[src/hdl/cpa_pkg.sv]
// ----------------------------------------------------------------------------
// Contiguous pool allocator package
// Pool geometry, field widths and operation codes shared by the allocator
// and its channel interfaces.
// ----------------------------------------------------------------------------
package cpa_pkg;

   localparam int POOL_SIZE = 64;
   localparam int ADDR_W    = (POOL_SIZE > 1) ? $clog2(POOL_SIZE) : 1;
   localparam int LEN_W     = $clog2(POOL_SIZE + 1);

   localparam int OP_W    = 2;
   localparam int NAME_W  = 8;
   localparam int SIZE_W  = 7;
   localparam int FIT_W   = 2;
   localparam int START_W = 6;

   // Width wide enough to compare a run length with a request size.
   localparam int CMP_W = (LEN_W > SIZE_W) ? LEN_W : SIZE_W;

   localparam logic [NAME_W-1:0] MARKER_RESET = NAME_W'(46);

   localparam logic [OP_W-1:0] OP_ALLOC   = 2'd0;
   localparam logic [OP_W-1:0] OP_FREE    = 2'd1;
   localparam logic [OP_W-1:0] OP_COMPACT = 2'd2;

   localparam logic [FIT_W-1:0] FIT_FIRST   = 2'd0;
   localparam logic [FIT_W-1:0] FIT_BEST    = 2'd1;
   localparam logic [FIT_W-1:0] FIT_WORST   = 2'd2;
   localparam logic [FIT_W-1:0] FIT_INVALID = 2'd3;

endpackage

[src/hdl/cpa_if.sv]
// ----------------------------------------------------------------------------
// Contiguous pool allocator channels
// Valid/ready channels for requests, responses and the marker register.
// ----------------------------------------------------------------------------
interface cpa_req_if;
   logic                        valid;
   logic                        ready;
   logic [cpa_pkg::OP_W-1:0]    operation;
   logic [cpa_pkg::NAME_W-1:0]  owner_name;
   logic [cpa_pkg::SIZE_W-1:0]  request_size;
   logic [cpa_pkg::FIT_W-1:0]   fit_policy;

   modport source (output valid, operation, owner_name, request_size, fit_policy,
                   input ready);
   modport sink   (input valid, operation, owner_name, request_size, fit_policy,
                   output ready);
endinterface

interface cpa_rsp_if;
   logic                        valid;
   logic                        ready;
   logic                        status;
   logic [cpa_pkg::START_W-1:0] block_start;

   modport source (output valid, status, block_start, input ready);
   modport sink   (input valid, status, block_start, output ready);
endinterface

interface cpa_csr_if;
   logic                        valid;
   logic                        ready;
   logic [cpa_pkg::NAME_W-1:0]  free_marker;

   modport source (output valid, free_marker, input ready);
   modport sink   (input valid, free_marker, output ready);
endinterface

[src/hdl/contiguous_pool_allocator.sv]
// ----------------------------------------------------------------------------
// Contiguous pool allocator
// First, best and worst fit allocation, free by owner and compaction over a
// pool of byte cells, driven by a small sequencer around one pool memory.
// ----------------------------------------------------------------------------
// The pool memory has a single read port and a single write port, and every
// operation walks it one cell per cycle. Allocate scans the whole pool, decides
// on a run and then stamps request_size cells with the owner name; free scans
// the pool once, and compact scans it once and then refills any free cells
// left at the end of the pool with the marker.
// A refused allocate (invalid policy or zero size) or an unused operation
// answers without a scan; an allocate that finds no fitting run answers
// after the scan. The request channel is ready only between operations, but
// a finished response may wait in the output register while the next
// request is taken. No clearing pass follows reset: per-cell valid bits make
// unwritten cells read as the reset marker.
// ----------------------------------------------------------------------------
module contiguous_pool_allocator (
   input  logic      clock,
   input  logic      reset,
   cpa_req_if.sink   req_ch,
   cpa_rsp_if.source rsp_ch,
   cpa_csr_if.sink   csr_ch
);

   typedef enum logic [7:0] {
      ST_IDLE    = 8'b0000_0001,
      ST_SCAN    = 8'b0000_0010,
      ST_CLOSE   = 8'b0000_0100,
      ST_STAMP   = 8'b0000_1000,
      ST_PURGE   = 8'b0001_0000,
      ST_SQUEEZE = 8'b0010_0000,
      ST_FILL    = 8'b0100_0000,
      ST_DONE    = 8'b1000_0000
   } state_type;

   localparam logic [cpa_pkg::LEN_W-1:0] POOL_END  = cpa_pkg::LEN_W'(cpa_pkg::POOL_SIZE);
   localparam logic [cpa_pkg::LEN_W-1:0] POOL_LAST =
      cpa_pkg::LEN_W'(cpa_pkg::POOL_SIZE - 1);

   state_type state_ff, state_in;

   // Read pipeline over the pool.
   logic [cpa_pkg::LEN_W-1:0]   iss_ff, iss_in;
   logic                        pend_ff, pend_in;
   logic [cpa_pkg::ADDR_W-1:0]  pend_idx_ff, pend_idx_in;

   // Captured request.
   logic [cpa_pkg::NAME_W-1:0]  name_ff, name_in;
   logic [cpa_pkg::SIZE_W-1:0]  size_ff, size_in;
   logic [cpa_pkg::FIT_W-1:0]   policy_ff, policy_in;

   // Run tracking for allocate.
   logic [cpa_pkg::ADDR_W-1:0]  run_start_ff, run_start_in;
   logic [cpa_pkg::LEN_W-1:0]   run_len_ff, run_len_in;
   logic                        found_ff, found_in;
   logic [cpa_pkg::ADDR_W-1:0]  chosen_start_ff, chosen_start_in;
   logic [cpa_pkg::LEN_W-1:0]   chosen_len_ff, chosen_len_in;

   // Write pointer for stamping, compaction and refill.
   logic [cpa_pkg::LEN_W-1:0]   wr_ptr_ff, wr_ptr_in;
   logic [cpa_pkg::SIZE_W-1:0]  left_ff, left_in;

   logic                        res_status_ff, res_status_in;
   logic [cpa_pkg::START_W-1:0] res_start_ff, res_start_in;

   logic                        rsp_valid_ff, rsp_valid_in;
   logic                        rsp_status_ff, rsp_status_in;
   logic [cpa_pkg::START_W-1:0] rsp_start_ff, rsp_start_in;

   logic [cpa_pkg::NAME_W-1:0]  marker_ff, marker_in;

   // Pool memory and its per-cell valid bits.
   logic [cpa_pkg::NAME_W-1:0]  pool_mem [cpa_pkg::POOL_SIZE];
   logic [cpa_pkg::POOL_SIZE-1:0] cell_vld_ff;
   logic [cpa_pkg::NAME_W-1:0]  rd_data_ff;
   logic                        rd_vld_ff;

   logic                        rd_en;
   logic [cpa_pkg::ADDR_W-1:0]  rd_addr;
   logic                        wr_en;
   logic [cpa_pkg::ADDR_W-1:0]  wr_addr;
   logic [cpa_pkg::NAME_W-1:0]  wr_data;

   logic [cpa_pkg::NAME_W-1:0]  cur_cell;
   logic                        cell_free;
   logic                        req_xfer;
   logic                        scanning;
   logic                        scan_last;
   logic                        ev_en;
   logic                        len_ok;
   logic                        better;
   logic                        fit_take;
   logic [cpa_pkg::ADDR_W-1:0]  start_pick;
   logic [cpa_pkg::ADDR_W+cpa_pkg::START_W-1:0] start_wide;

   assign req_ch.ready       = (state_ff == ST_IDLE);
   assign csr_ch.ready       = 1'b1;
   assign rsp_ch.valid       = rsp_valid_ff;
   assign rsp_ch.status      = rsp_status_ff;
   assign rsp_ch.block_start = rsp_start_ff;

   assign req_xfer  = req_ch.valid && req_ch.ready;
   assign cur_cell  = rd_vld_ff ? rd_data_ff : cpa_pkg::MARKER_RESET;
   assign cell_free = (cur_cell == marker_ff);

   assign scanning  = (state_ff == ST_SCAN) || (state_ff == ST_PURGE) ||
                      (state_ff == ST_SQUEEZE);
   assign rd_en     = scanning && (iss_ff != POOL_END);
   assign rd_addr   = iss_ff[cpa_pkg::ADDR_W-1:0];
   // The last cell is in the read register once every address has been issued.
   assign scan_last = (iss_ff == POOL_END) && pend_ff;

   // A run closes at an occupied cell or after the last cell of the pool.
   assign ev_en  = ((state_ff == ST_SCAN) && pend_ff && !cell_free) ||
                   (state_ff == ST_CLOSE);
   assign len_ok = cpa_pkg::CMP_W'(run_len_ff) >= cpa_pkg::CMP_W'(size_ff);
   assign better = !found_ff ||
                   ((policy_ff == cpa_pkg::FIT_BEST)  && (run_len_ff < chosen_len_ff)) ||
                   ((policy_ff == cpa_pkg::FIT_WORST) && (run_len_ff > chosen_len_ff));
   assign fit_take   = ev_en && len_ok && better;
   assign start_pick = fit_take ? run_start_ff : chosen_start_ff;
   assign start_wide = (cpa_pkg::ADDR_W + cpa_pkg::START_W)'(start_pick);

   always_comb begin
      state_in        = state_ff;
      iss_in          = iss_ff;
      pend_in         = pend_ff;
      pend_idx_in     = pend_idx_ff;
      name_in         = name_ff;
      size_in         = size_ff;
      policy_in       = policy_ff;
      run_start_in    = run_start_ff;
      run_len_in      = run_len_ff;
      found_in        = found_ff;
      chosen_start_in = chosen_start_ff;
      chosen_len_in   = chosen_len_ff;
      wr_ptr_in       = wr_ptr_ff;
      left_in         = left_ff;
      res_status_in   = res_status_ff;
      res_start_in    = res_start_ff;
      rsp_valid_in    = rsp_valid_ff;
      rsp_status_in   = rsp_status_ff;
      rsp_start_in    = rsp_start_ff;
      marker_in       = marker_ff;
      wr_en           = 1'b0;
      wr_addr         = pend_idx_ff;
      wr_data         = marker_ff;

      if (csr_ch.valid && csr_ch.ready) begin
         marker_in = csr_ch.free_marker;
      end

      if (rsp_valid_ff && rsp_ch.ready) begin
         rsp_valid_in = 1'b0;
      end

      if (scanning) begin
         pend_in     = rd_en;
         pend_idx_in = rd_addr;
         iss_in      = iss_ff + cpa_pkg::LEN_W'(rd_en);
      end

      if (fit_take) begin
         found_in        = 1'b1;
         chosen_start_in = run_start_ff;
         chosen_len_in   = run_len_ff;
      end

      case (state_ff)
         ST_IDLE: begin
            if (req_xfer) begin
               name_in       = req_ch.owner_name;
               size_in       = req_ch.request_size;
               policy_in     = req_ch.fit_policy;
               iss_in        = '0;
               pend_in       = 1'b0;
               run_len_in    = '0;
               found_in      = 1'b0;
               wr_ptr_in     = '0;
               res_status_in = 1'b0;
               res_start_in  = '0;
               case (req_ch.operation)
                  cpa_pkg::OP_ALLOC: begin
                     if ((req_ch.fit_policy == cpa_pkg::FIT_INVALID) ||
                         (req_ch.request_size == '0)) begin
                        res_status_in = 1'b1;
                        state_in      = ST_DONE;
                     end else begin
                        state_in = ST_SCAN;
                     end
                  end
                  cpa_pkg::OP_FREE:    state_in = ST_PURGE;
                  cpa_pkg::OP_COMPACT: state_in = ST_SQUEEZE;
                  default:             state_in = ST_DONE;
               endcase
            end
         end
         ST_SCAN: begin
            if (pend_ff) begin
               if (cell_free) begin
                  if (run_len_ff == '0) begin
                     run_start_in = pend_idx_ff;
                  end
                  run_len_in = run_len_ff + cpa_pkg::LEN_W'(1);
               end else begin
                  run_len_in = '0;
               end
            end
            if (scan_last) begin
               state_in = ST_CLOSE;
            end
         end
         ST_CLOSE: begin
            if (found_ff || fit_take) begin
               wr_ptr_in    = cpa_pkg::LEN_W'(start_pick);
               left_in      = size_ff;
               res_start_in = start_wide[cpa_pkg::START_W-1:0];
               state_in     = ST_STAMP;
            end else begin
               res_status_in = 1'b1;
               state_in      = ST_DONE;
            end
         end
         ST_STAMP: begin
            wr_en     = 1'b1;
            wr_addr   = wr_ptr_ff[cpa_pkg::ADDR_W-1:0];
            wr_data   = name_ff;
            wr_ptr_in = wr_ptr_ff + cpa_pkg::LEN_W'(1);
            left_in   = left_ff - cpa_pkg::SIZE_W'(1);
            if (left_ff == cpa_pkg::SIZE_W'(1)) begin
               state_in = ST_DONE;
            end
         end
         ST_PURGE: begin
            if (pend_ff && (cur_cell == name_ff)) begin
               wr_en   = 1'b1;
               wr_addr = pend_idx_ff;
               wr_data = marker_ff;
            end
            if (scan_last) begin
               state_in = ST_DONE;
            end
         end
         ST_SQUEEZE: begin
            // Writes trail the reads, so a moved cell never lands on one not yet read.
            if (pend_ff && !cell_free) begin
               wr_en     = 1'b1;
               wr_addr   = wr_ptr_ff[cpa_pkg::ADDR_W-1:0];
               wr_data   = cur_cell;
               wr_ptr_in = wr_ptr_ff + cpa_pkg::LEN_W'(1);
            end
            if (scan_last) begin
               state_in = (wr_ptr_in == POOL_END) ? ST_DONE : ST_FILL;
            end
         end
         ST_FILL: begin
            wr_en     = 1'b1;
            wr_addr   = wr_ptr_ff[cpa_pkg::ADDR_W-1:0];
            wr_data   = marker_ff;
            wr_ptr_in = wr_ptr_ff + cpa_pkg::LEN_W'(1);
            if (wr_ptr_ff == POOL_LAST) begin
               state_in = ST_DONE;
            end
         end
         ST_DONE: begin
            if (!rsp_valid_ff || rsp_ch.ready) begin
               rsp_valid_in  = 1'b1;
               rsp_status_in = res_status_ff;
               rsp_start_in  = res_start_ff;
               state_in      = ST_IDLE;
            end
         end
         default: begin
            state_in = ST_IDLE;
         end
      endcase
   end

   always_ff @(posedge clock) begin
      if (reset) begin
         state_ff     <= ST_IDLE;
         pend_ff      <= 1'b0;
         iss_ff       <= '0;
         found_ff     <= 1'b0;
         rsp_valid_ff <= 1'b0;
         marker_ff    <= cpa_pkg::MARKER_RESET;
      end else begin
         state_ff     <= state_in;
         pend_ff      <= pend_in;
         iss_ff       <= iss_in;
         found_ff     <= found_in;
         rsp_valid_ff <= rsp_valid_in;
         marker_ff    <= marker_in;
      end
   end

   always_ff @(posedge clock) begin
      pend_idx_ff     <= pend_idx_in;
      name_ff         <= name_in;
      size_ff         <= size_in;
      policy_ff       <= policy_in;
      run_start_ff    <= run_start_in;
      run_len_ff      <= run_len_in;
      chosen_start_ff <= chosen_start_in;
      chosen_len_ff   <= chosen_len_in;
      wr_ptr_ff       <= wr_ptr_in;
      left_ff         <= left_in;
      res_status_ff   <= res_status_in;
      res_start_ff    <= res_start_in;
      rsp_status_ff   <= rsp_status_in;
      rsp_start_ff    <= rsp_start_in;
   end

   // Pool memory: one write port, one registered read port.
   always_ff @(posedge clock) begin
      if (wr_en) begin
         pool_mem[wr_addr] <= wr_data;
      end
      if (rd_en) begin
         rd_data_ff <= pool_mem[rd_addr];
         rd_vld_ff  <= cell_vld_ff[rd_addr];
      end
   end

   always_ff @(posedge clock) begin
      if (reset) begin
         cell_vld_ff <= '0;
      end else if (wr_en) begin
         cell_vld_ff[wr_addr] <= 1'b1;
      end
   end

`ifndef SYNTHESIS
   // Stamping never runs past the end of the pool.
   assert property (@(posedge clock) disable iff (reset)
      (state_ff == ST_STAMP) |->
         ((cpa_pkg::CMP_W + 1)'(wr_ptr_ff) + (cpa_pkg::CMP_W + 1)'(left_ff) <=
          (cpa_pkg::CMP_W + 1)'(cpa_pkg::POOL_SIZE)))
      else $error("allocation stamp runs past the end of the pool");

   // Compaction writes only at or below the cell being examined.
   assert property (@(posedge clock) disable iff (reset)
      ((state_ff == ST_SQUEEZE) && wr_en) |->
         (wr_ptr_ff <= cpa_pkg::LEN_W'(pend_idx_ff)))
      else $error("compaction write overtakes the read pointer");

   // A response appears only when an operation finishes.
   assert property (@(posedge clock) disable iff (reset)
      $rose(rsp_valid_ff) |-> ($past(state_ff) == ST_DONE))
      else $error("response raised outside the done step");

   // A failed allocate reports block start zero.
   assert property (@(posedge clock) disable iff (reset)
      (rsp_valid_ff && rsp_status_ff) |-> (rsp_start_ff == '0))
      else $error("failed allocate reports a nonzero start");
`endif

endmodule

[src/flat_wrapper.sv]
// flat-port wrapper written by rule: the top's interface ports become plain ports
module contiguous_pool_allocator_flat 
  (clock, reset, req_ch_valid, req_ch_operation, req_ch_owner_name, req_ch_request_size, req_ch_fit_policy, req_ch_ready, rsp_ch_valid, rsp_ch_status, rsp_ch_block_start, rsp_ch_ready, csr_ch_valid, csr_ch_free_marker, csr_ch_ready);
  cpa_req_if req_ch_i ();
  cpa_rsp_if rsp_ch_i ();
  cpa_csr_if csr_ch_i ();
  input  logic clock;
  input  logic reset;
  input wire logic [$bits(req_ch_i.valid)-1:0] req_ch_valid;
  input wire logic [$bits(req_ch_i.operation)-1:0] req_ch_operation;
  input wire logic [$bits(req_ch_i.owner_name)-1:0] req_ch_owner_name;
  input wire logic [$bits(req_ch_i.request_size)-1:0] req_ch_request_size;
  input wire logic [$bits(req_ch_i.fit_policy)-1:0] req_ch_fit_policy;
  output wire logic [$bits(req_ch_i.ready)-1:0] req_ch_ready;
  output wire logic [$bits(rsp_ch_i.valid)-1:0] rsp_ch_valid;
  output wire logic [$bits(rsp_ch_i.status)-1:0] rsp_ch_status;
  output wire logic [$bits(rsp_ch_i.block_start)-1:0] rsp_ch_block_start;
  input wire logic [$bits(rsp_ch_i.ready)-1:0] rsp_ch_ready;
  input wire logic [$bits(csr_ch_i.valid)-1:0] csr_ch_valid;
  input wire logic [$bits(csr_ch_i.free_marker)-1:0] csr_ch_free_marker;
  output wire logic [$bits(csr_ch_i.ready)-1:0] csr_ch_ready;
  assign req_ch_i.valid = req_ch_valid;
  assign req_ch_i.operation = req_ch_operation;
  assign req_ch_i.owner_name = req_ch_owner_name;
  assign req_ch_i.request_size = req_ch_request_size;
  assign req_ch_i.fit_policy = req_ch_fit_policy;
  assign req_ch_ready = req_ch_i.ready;
  assign rsp_ch_valid = rsp_ch_i.valid;
  assign rsp_ch_status = rsp_ch_i.status;
  assign rsp_ch_block_start = rsp_ch_i.block_start;
  assign rsp_ch_i.ready = rsp_ch_ready;
  assign csr_ch_i.valid = csr_ch_valid;
  assign csr_ch_i.free_marker = csr_ch_free_marker;
  assign csr_ch_ready = csr_ch_i.ready;
  contiguous_pool_allocator u_core (.clock(clock), .reset(reset), .req_ch(req_ch_i), .rsp_ch(rsp_ch_i), .csr_ch(csr_ch_i));
endmodule
[config.mk]
export PLATFORM = sky130hd
export DESIGN_NAME = contiguous_pool_allocator_flat
export DESIGN_NICKNAME = d
export VERILOG_FILES = /design/src/hdl/cpa_pkg.sv /design/src/hdl/cpa_if.sv /design/src/hdl/contiguous_pool_allocator.sv /design/src/flat_wrapper.sv
export SDC_FILE = /design/constraint.sdc
export NUM_CORES = 1
export LEC_CHECK = 0
export BUFFER_PORTS_ARGS = -buffer_cell sky130_fd_sc_hd__buf_4
export CAP_MARGIN = 20
export CELL_PAD_IN_SITES_DETAIL_PLACEMENT = 1
export CELL_PAD_IN_SITES_GLOBAL_PLACEMENT = 2
export CORE_UTILIZATION = 45
export CTS_CLUSTER_SIZE = 20
export DETAILED_ROUTE_END_ITERATION = 8
export PLACE_DENSITY = 0.75
export SLEW_MARGIN = 0
export SYNTH_ARGS = -nofsm -noshare
export SYNTH_HDL_FRONTEND = slang
export SYNTH_SLANG_ARGS = --single-unit
[constraint.sdc]
create_clock -name clock -period 5.6 [get_ports clock]
set_input_delay 0.84 -clock clock [delete_from_list [all_inputs] [get_ports clock]]
set_output_delay 0.84 -clock clock [all_outputs]
set_load 0.01 [all_outputs]
==> Word level (Yosys, flattened, before mapping) <==
Memory sizes are Yosys's and may differ from the RTL's. A register that Yosys moved wholly into a read port is not among the register bits.
Index checks and enable logic that the tools add are counted.
{ "op_classes": {"add_sub_neg": 4, "order_cmp": 6, "n_eq_ne": 30, "muxes": 57, "n_bitwise": 1, "reduce_logical": 41} }
{ "op_table": {"columns": ["operator", "count"], "rows": [
  ["$mux 8", 12],
  ["$mux 7", 10],
  ["$or 64x64->64", 1],
  ["$pmux 8 s8", 1],
  ["$pmux 7 s2", 2],
  ["$pmux 7 s4", 1],
  ["$mux 6", 4],
  ["$pmux 6 s2", 2],
  ["$pmux 8 s3", 1],
  ["$mux 1", 19],
  ["$eq 8x8->1", 2],
  ["$pmux 8 s2", 1],
  ["$add 7x1->7 const B", 2],
  ["$eq 7x7->1 const B", 2],
  ["$logic_not 7->1", 2],
  ["$lt 6x7->1 const B", 2],
  ["$ne 2x1->1 const B", 7],
  ["$logic_and 1x1->1", 13],
  ["$reduce_and 3->1", 4],
  ["$eq 8x1->1 const B", 1],
  ["$eq 8x2->1 const B", 1],
  ["$eq 8x3->1 const B", 1],
  ["$eq 8x4->1 const B", 1],
  ["$eq 8x5->1 const B", 1],
  ["other kinds (28)", 46]
]} }
{ "word_totals": {"reg_bits": 168, "ramBits": 512, "inputBits": 32, "output_inout_bits": 10, "elab_cells": 162, "mem_count": 1} }
{ "memory_table": {"columns": ["memory", "depth", "width", "rd", "rd_ports_with_merged_regs", "wr", "line_no", "source"], "rows": [
  ["u_core.pool_mem", 64, 8, 1, 1, 1, "contiguous_pool_allocator.sv:74", "logic [cpa_pkg::NAME_W-1:0] pool_mem [cpa_pkg::POOL_SIZE];"]
]} }

==> Longest topological paths before layout <==
Gate-level depths: netlist (run 1).
{ "logic_depth": {"word_depth": 11, "ltp_mapped": 10} }

==> Worst setup path before layout (run 1) <==
OpenSTA, ideal clock, no wires.
{ "synth_path": {"path_kind": "reg-to-reg", "start": "register u_core.rd_data_ff[2] (netlist name) (read register of u_core.pool_mem)", "end": "memory u_core.pool_mem[0][2] (netlist name) (data pin)", "arrival_time_ns": 3.066, "setup_slack_ns": 2.168, "path_stages_with_launch": 9, "n_path_buf": 2, "synth_period_minus_slack_ns": 3.432, "path_cell_list": "edfxtp_1 -> buf_6 -> or4b_4 -> o22ai_4 -> o32ai_4 -> o211a_1 -> buf_4 -> nor2_1 -> a221o_1"} }
{ "synth_via": {"elab_chain_len": 6} }
{ "synth_lines": {"columns": ["element", "line_no", "source"], "rows": [
  ["start, declared", "contiguous_pool_allocator.sv:76", "logic [cpa_pkg::NAME_W-1:0] rd_data_ff;"],
  ["$mux 8 *", "contiguous_pool_allocator.sv:104", "assign cur_cell = rd_vld_ff ? rd_data_ff : cpa_pkg::MARKER_RESET;"],
  ["$eq 8x8->1", "contiguous_pool_allocator.sv:105", "assign cell_free = (cur_cell == marker_ff);"],
  ["$logic_not 1->1", "contiguous_pool_allocator.sv:247", "if (pend_ff && !cell_free) begin"],
  ["$logic_and 1x1->1", "contiguous_pool_allocator.sv:247", null],
  ["$mux 8 *", "contiguous_pool_allocator.sv:247", null],
  ["$pmux 8 s2 *", "contiguous_pool_allocator.sv:170", "case (state_ff)"],
  ["via u_core.wr_data, one bit", "contiguous_pool_allocator.sv:83", "logic [cpa_pkg::NAME_W-1:0] wr_data;"],
  ["end, declared", "contiguous_pool_allocator.sv:74", null]
]} }
Mark *: on every way through the listed nets, which the timed path passes. The rest lies on a longest branch.

==> Worst setup path after layout (run 1) <==
{ "layout_path": {"start": "register u_core.rd_vld_ff", "end": "memory u_core.pool_mem[8][1] (netlist name) (data pin)"} }
{ "layout_via": {"elab_chain_len": 6} }
{ "layout_lines": {"columns": ["element", "line_no", "source"], "rows": [
  ["start, declared", "contiguous_pool_allocator.sv:77", "logic rd_vld_ff;"],
  ["start signal, assigned", "contiguous_pool_allocator.sv:322", "rd_vld_ff <= cell_vld_ff[rd_addr];"],
  ["$mux 8 *", "contiguous_pool_allocator.sv:104", null],
  ["$eq 8x8->1", "contiguous_pool_allocator.sv:105", null],
  ["$logic_not 1->1", "contiguous_pool_allocator.sv:247", null],
  ["$logic_and 1x1->1", "contiguous_pool_allocator.sv:247", null],
  ["$mux 8 *", "contiguous_pool_allocator.sv:247", null],
  ["$pmux 8 s2 *", "contiguous_pool_allocator.sv:170", null],
  ["via u_core.wr_data, one bit", "contiguous_pool_allocator.sv:83", null]
]} }
Marked as above.

==> results of run 1 <==
==> state kept, by name, indices dropped and copies added (netlist names), 2 cells and up <==
name                       count
u_core.pend_idx_ff             6
u_core.run_len_ff              7
u_core.state_ff                8
u_core.wr_ptr_ff               7
u_core.iss_ff                  7
u_core.rsp_ch.block_start      6
u_core.run_start_ff            6
u_core.res_start_ff            6
u_core.pool_mem              512
u_core.marker_ff               8
u_core.rd_data_ff              8
u_core.left_ff                 7
u_core.chosen_len_ff           7
u_core.cell_vld_ff            64
u_core.policy_ff               2
u_core.chosen_start_ff         6
u_core.size_ff                 7
u_core.name_ff                 8
==> per-stage QoR <==
stage	instance area (um^2)	util, %
2_1_floorplan	28420	-
3_3_place_gp	29680	47.83
3_5_place_dp	29700	47.87
4_1_cts	32070	51.69
5_1_grt	32100	51.73
6_report	32100	51.73
==> Yosys cell counts (all sizes together), types with 10 or more instances <==
master,number
clkbuf,53
mux4,189
nand3,26
nor2,117
nor4,11
a21oi,31
nand2,93
ha,21
inv,30
buf,34
nand2b,19
o21ai,24
dfxtp,96
mux2i,12
edfxtp,592
xor2,17
nor3,19
o2bb2ai,33
nand4,10
o31ai,33
==> how the worst min path moves through the flow <==
stage                            from                            to  slack [ns]
6_report         req_ch_owner_name[3]             u_core.name_ff[3]        0.40
4_1_cts          req_ch_owner_name[0]             u_core.name_ff[0]        0.37
2_1_floorplan  u_core.res_start_ff[0]  u_core.rsp_ch.block_start[0]        0.40
3_3_place_gp   u_core.res_start_ff[0]  u_core.rsp_ch.block_start[0]        0.41
5_1_grt          req_ch_owner_name[0]             u_core.name_ff[0]        0.37
3_5_place_dp   u_core.res_start_ff[3]  u_core.rsp_ch.block_start[3]        0.41
==> report_power, final <==
group	switching [mW]	internal [mW]
Sequential	0.101	5.64
Combinational	0.278	0.129
Clock	1.98	2.80
==> cells by family (layout without fill, tap and decap cells) <==
kind of cell    count (synthesis)  after routing  synth area share [%]
other cells                     1              1               0.01319
mux                           207            207                 15.69
compound gates                186            186                 5.216
fa+ha+maj                      21             21                0.9244
xor+xnor                       25             25                0.7703
buf+inv                       117            236                 1.699
flops                         688            688                 69.30
simple gates                  358            358                 6.387
==> layout make-up <==
type	instances	area, um^2
well taps	837	1047
fillers	5632	29950
flip-flops and latches	688	19710
multi-input cells	798	8258
clock inverters	38	389.1
clock buffers	95	1982
inverters	30	112.6
repair buffers	73	603.1
==> routing by layer <==
| metal | track usage [%] | up-vias |
|---|---|---|
| li1 | - | 6624 |
| met1 | 30.96 | 8018 |
| met2 | 37.21 | 410 |
| met3 | 3.104 | 100 |
| met4 | 6.719 | 0 |
| met5 | 0 | - |
==> worst max-delay path, stage by stage (launching register included) <==
cell      delay (ns)
edfxtp_1        0.79
inv_1           0.32
nor4_1          0.50
o32ai_4         0.23
o211a_1         0.49
nor2_1          0.51
a221o_2         0.93
buf_4           0.39
==> results.md, run 1 <==
* CP Capture Type: flip-flop
* Grt ovf at 0
* Nets at 1717
* Worst setup path endpoint: u_core.pool_mem[8][1]
* Post-CTS sizing at 0
* Seq/Total Area, Yosys at 69.30%
* Maximum clock path buffer count at 3
* Main synth FF type: edfxtp_1
* Initial antenna violation count at 0
* Hold Crit Class: input pin to flip-flop
* Async SR Flop Fraction at 0%
* Met3 WL at 3.113 mm
* Synth Register Bits at 688
* Worst r2r dst: u_core.pool_mem[8][1]
* Final hold slack at 0.3989 ns
* Post-DP HPWL at 45.31 mm
* Placer Congestion at 0.8461
* Worst setup margin at 1.187 ns
* CTS tree: built
* F_max at 226.6 MHz
* Total power at 10.93 mW
* Routed wire length at 69.46 mm
* Skew-Pair Late Insertion Delay at 0.62 ns
* Commonest non-fill, non-tap cells in the layout: edfxtp_1 (592), mux4_2 (189), nor2_1 (117), dfxtp_1 (92), nand2_1 (88)
* Antenna-violating nets left at 0
* Worst slew margin at 27.87%
* Worst EP required at 6.03 ns
* Fin Setup TNS at 0 ns
* Setup-failing EPs final at 0
* Synth area leaders: edfxtp_1 (63%), mux4_2 (15%), dfxtp_1 (6.8%), nor2_1 (1.5%), nand2_1 (1.2%)
* Die ar. at 0.06418 mm^2
* Crit path arrival time at 4.85 ns
* Synth warn at 0
* Number of diodes at 0
* Inst Count DP at 2423
* I/O pin count at 42
* Crit path from: u_core.rd_vld_ff
* Clock skew at 0.02394 ns
* Vias at 15.15k
* Largest net degree at the start of global routing at 76
* Syn nets at 1656
* Outcome: finished clean
* Worst hold path depth at 1
* Worst reg-to-reg setup slack at 1.19 ns
* Crit share post-route at 78.81%
* MaxCap Viol Count at 0
* Port bufs at 40
* Initial core utilization at 45.81%
* Metal-1 WL at 30.06 mm
* Vias per Instance at 5.921
* Uppermost routed layer: met4
* Clock Tree Root: clkbuf_16
* Slew @ Worst Pin at 1.082 ns
* CTS buffer count at 73
* Routed length per placed instance at 27.14 um
* Nature of the critical path startpoint: flip-flop
* Row cnt at 91
* P_leak at 10.04 nW
* Mapped Area at 0.02842 mm^2
* Syn-to-layout area delta at 12.93%
* Final hold vios at 0
* Cell Pwr Density at 340.5 mW/mm^2
* Largest area contributor in the netlist: edfxtp_1
* Netlist cell types at 79
* CP Class: flip-flop to flip-flop
* Drt drc at 0
* Worst VDD drop at 0.2813 mV
* CTS H-tree lvls at 3
* Post-synth EDFFs at 592
* Layout cell share with drive strength beyond 1 at 24.45%
* Cells on worst reg2reg path at 7
* Mapped Cells at 1603
* Commonest non-fill, non-tap cell in the layout: edfxtp_1
* Wire length of the first global-routing pass at 105.3 mm
* Area share of the largest cell type after synthesis at 62.54%
* Pre-CTS setup slack at 1.200 ns
* Initial DRT Pass Iterations at 5
* Syn_area_per_cell at 17.73 um^2
* Cts hold-fix bufs at 0
* Non-Filler Instances at 2559
* DR iter-0 viols at 1098
* Reg2Reg Launch Point: u_core.rd_vld_ff
* Vias in the first global route at 15.96k
* Die X at 253.3 um
* Die Y at 253.3 um
* RSZ-0062 raised after global routing: no
* Post-CTS Setup Inserts at 0
* Pins Over Slew Limit at 0
* Clock tree sinks at 688
* Total track usage at 22.46%
* Met2 WL at 34.54 mm
* Crit Path Max Fanout at 45
* Core footprint at 0.06205 mm^2
* Final critical-path required period at 4.413 ns
* Clock transition at path regs at 0.06 ns
(Power assumes the default switching activity.)
==> run 2, diff against run 1 <==
--- a/config.mk
+++ b/config.mk
@@ -5,14 +5,15 @@
 export SDC_FILE = /design/constraint.sdc
 export NUM_CORES = 1
 export LEC_CHECK = 0
+export ABC_AREA = 1
 export BUFFER_PORTS_ARGS = -buffer_cell sky130_fd_sc_hd__buf_4
 export CAP_MARGIN = 20
 export CELL_PAD_IN_SITES_DETAIL_PLACEMENT = 1
 export CELL_PAD_IN_SITES_GLOBAL_PLACEMENT = 2
-export CORE_UTILIZATION = 45
+export CORE_UTILIZATION = 43
 export CTS_CLUSTER_SIZE = 20
 export DETAILED_ROUTE_END_ITERATION = 8
-export PLACE_DENSITY = 0.75
+export PLACE_DENSITY = 0.8
 export SLEW_MARGIN = 0
 export SYNTH_ARGS = -nofsm -noshare
 export SYNTH_HDL_FRONTEND = slang
==> constraint.sdc (replaced) <==
create_clock -name clock -period 4.3 [get_ports clock]
set_input_delay 0.645 -clock clock [delete_from_list [all_inputs] [get_ports clock]]
set_output_delay 0.645 -clock clock [all_outputs]
set_load 0.01 [all_outputs]
==> run 2 against run 1 <==
  * Via count grew 31%
  * Synthesized area grew 0.25%
  * Synthesized cell count grew 57%
  * Flip-flop and latch count is the same
  * Final cell count grew 36%
  * Combinational power grew to 3.5 times the previous value
  * First-iteration DRC count grew 24%
  * Maximum frequency grew 20%
  * Highest routed layer unchanged
==> results.md, run 2 <==
* Outcome: finished clean
* Die Y at 259.4 um
* Final hold vios at 0
* Area of the multi-input gates at 0.007482 mm^2
* Vias in the first global route at 20.47k
* DR iter-0 viols at 1366
* Count leader, synth: edfxtp_1
* Mapped Cells at 2516
* Critical path, cell by cell: nand2_1 > nand2_1 > nand2_1 > inv_1 > nand2_1 > nor2_2 > nand2_4 > nand3_4 > nand2_4 > o21ai_4 > nand3_2 > nor2_4 > nand2_1 > inv_1
* Crit share post-route at 85.45%
* Post-DP HPWL at 52.27 mm
* Row cnt at 94
* Total track usage at 25.39%
* Pins Over Slew Limit at 0
* Cell family with most CP delay: simple AND/OR/NAND/NOR gates
* Layout cell share with drive strength beyond 1 at 9.736%
* MaxCap Viol Count at 0
* Worst slew margin at 26.64%
* CP Capture Type: flip-flop
* Post-layout util at 49.28%
* Stages on the worst setup path at 14
* Netlist cell types at 52
* Worst path bufs/invs at 2
* Post-CTS Setup Inserts at 0
* Reg2Reg Launch Point: u_core.rd_vld_ff
* Antenna-violating nets left at 0
* Drt drc at 0
* Skew-Pair Late Insertion Delay at 0.63 ns
* RSZ-0062 raised after global routing: no
* Post-CTS sizing at 0
* Commonest cells post-synth: edfxtp_1 (592), nor2_1 (341), o21ai_0 (316)
* Final critical-path required period at 3.674 ns
* Syn nets at 2569
* Sequential Area at 0.01971 mm^2
* Initial antenna violation count at 1
* P_leak at 11.53 nW
* Grt ovf at 0
* Core footprint at 0.06563 mm^2
* Routed wire length at 84.86 mm
* Wire length of the first global-routing pass at 127.8 mm
* Top Registers: u_core.pool_mem x512, u_core.cell_vld_ff x64
* Largest net degree at the start of global routing at 201
* Cell Pwr Density at 476.0 mW/mm^2
* Routed length per placed instance at 24.43 um
* Initial DRT Pass Iterations at 5
* Crit Path Max Fanout at 17
* Syn-to-layout area delta at 13.48%
* Crit path arrival time at 3.93 ns
* Die X at 259.4 um
* Worst EP required at 4.56 ns
* Met2 WL at 40.55 mm
* Setup-failing EPs final at 0
* Synth area leaders: edfxtp_1 (62%), dfxtp_1 (6.7%), o21ai_0 (5.5%), nor2_1 (4.5%), nand2_1 (3.7%)
* Max reg flops at 512
* Commonest non-fill, non-tap cells in the layout: edfxtp_1 (592), nor2_1 (340), o21ai_0 (316), nand2_1 (280), inv_1 (220)
* Vias per Instance at 5.701
* Clock transition at path regs at 0.06 ns
* Crit path from: u_core.rd_vld_ff
* Vias at 19.80k
* Async SR Flop Fraction at 0%
* Worst VDD drop at 0.2968 mV
* Hold Crit Class: input pin to flip-flop
* Placer Congestion at 0.8570
* CTS H-tree lvls at 3
* Maximum clock path buffer count at 3
* Main synth FF type: edfxtp_1
* Number of diodes at 0
* Metal-1 WL at 37.43 mm
* Fin Setup TNS at 0 ns
* CP Class: flip-flop to flip-flop
* Nets at 2600
* CTS tree: built
* Clock Tree Root: clkbuf_16
* Final hold slack at 0.2064 ns
* Biggest register: u_core.pool_mem
* Worst reg-to-reg setup slack at 0.63 ns
* Synth warn at 0
* Initial core utilization at 43.42%
* Die ar. at 0.06730 mm^2
* Clock tree sinks at 688
* Uppermost routed layer: met4
* Slew @ Worst Pin at 1.100 ns
* Nature of the critical path startpoint: flip-flop
* Met3 WL at 3.950 mm
* CTS buffer count at 76
* Total power at 15.39 mW
* Port bufs at 40
* Worst r2r dst: u_core.pool_mem[29][7]
* Synth Register Bits at 688
* CP max stage delay at 0.69 ns
* Syn_area_per_cell at 11.33 um^2
* Most common cell on crit path: nand2_1
* Clock skew at 0.03009 ns
* Area share of the largest cell type after synthesis at 62.38%
* Cells on worst reg2reg path at 14
* Post-synth EDFFs at 592
* Largest area contributor in the netlist: edfxtp_1
* Crit-path slowest cell: edfxtp_1
* I/O pin count at 42
* Commonest non-fill, non-tap cell in the layout: edfxtp_1
* Mapped Area at 0.02850 mm^2
* F_max at 272.2 MHz
* Cts hold-fix bufs at 0
* Worst setup path endpoint: u_core.pool_mem[29][7]
* Filler cells at 6923
* Seq/Total Area, Yosys at 69.13%
-- run 2: cell count changes after synthesis, moves of 52 or more --
cell,previous run,this run
nand2_1,92,280
a21oi_1,29,119
o22ai_1,0,80
o21ai_0,13,316
nor2_1,117,341
nand3_1,26,105
o221ai_1,4,56
clkbuf_1,53,120
inv_1,30,222
mux4_2,189,0
-- run 2: worst min path at each step --
stage	from	end	slack [ns]	depth (start not counted)
floorplan	u_core.res_start_ff[0]	u_core.rsp_ch.block_start[0]	0.40	0
global placement	u_core.res_start_ff[1]	u_core.rsp_ch.block_start[1]	0.40	0
detailed placement	u_core.res_start_ff[0]	u_core.rsp_ch.block_start[0]	0.41	0
CTS	req_ch_owner_name[2]	u_core.name_ff[2]	0.18	1
global route	req_ch_owner_name[2]	u_core.name_ff[2]	0.18	1
finish	req_ch_owner_name[5]	u_core.name_ff[5]	0.21	1
-- run 2: cells by family after synthesis --
family / count (synthesis) / share of synthesized area (%)
other: 1 / 0.01316
muxes: 1 / 0.03513
buffers and inverters: 368 / 4.931
xor gates and xnor gates: 15 / 0.4610
adders and majority gates: 21 / 0.9221
and+or+nand+nor: 806 / 12.16
DFF: 688 / 69.13
AOI/OAI and AO/OA: 616 / 12.35
-- run 2: final cells by class --
type | count | area share (%)
Inverter | 234 | 2.747
Sequential cell | 688 | 60.94
Timing Repair Buffer | 87 | 2.368
Clock buffer | 105 | 6.535
Tap cell | 864 | 3.343
Clock inverter | 35 | 0.9286
Multi-Input combinational cell | 1460 | 23.14
-- run 2: power by group --
part | switching [mW] | internal, mW | total (mW) | leakage [nW]
clock network | 2.66 | 3.69 | 6.35 | 1.19
registers | 0.141 | 7.49 | 7.64 | 6.12
logic | 1.03 | 0.374 | 1.41 | 4.22
total | 3.83 | 11.6 | 15.4 | 11.5
-- run 2: metrics by stage --
step / setup WS, ns / area (um^2) / std cells
CTS: 0.6512 / 32340 / 3473
floorplan: 0.5085 / 28500 / 2516
finish: 0.6257 / 32340 / 3473
global placement: 0.8012 / 29930 / 3333
detailed placement: 0.6970 / 29930 / 3333
global route: 0.4209 / 32340 / 3473
-- run 2: metal layers --
layer / track usage (%) / up-vias
met5: 0 / -
met4: 9.379 / 0
met3: 3.349 / 145
met2: 41.66 / 579
met1: 34.47 / 10090
li1: - / 8989
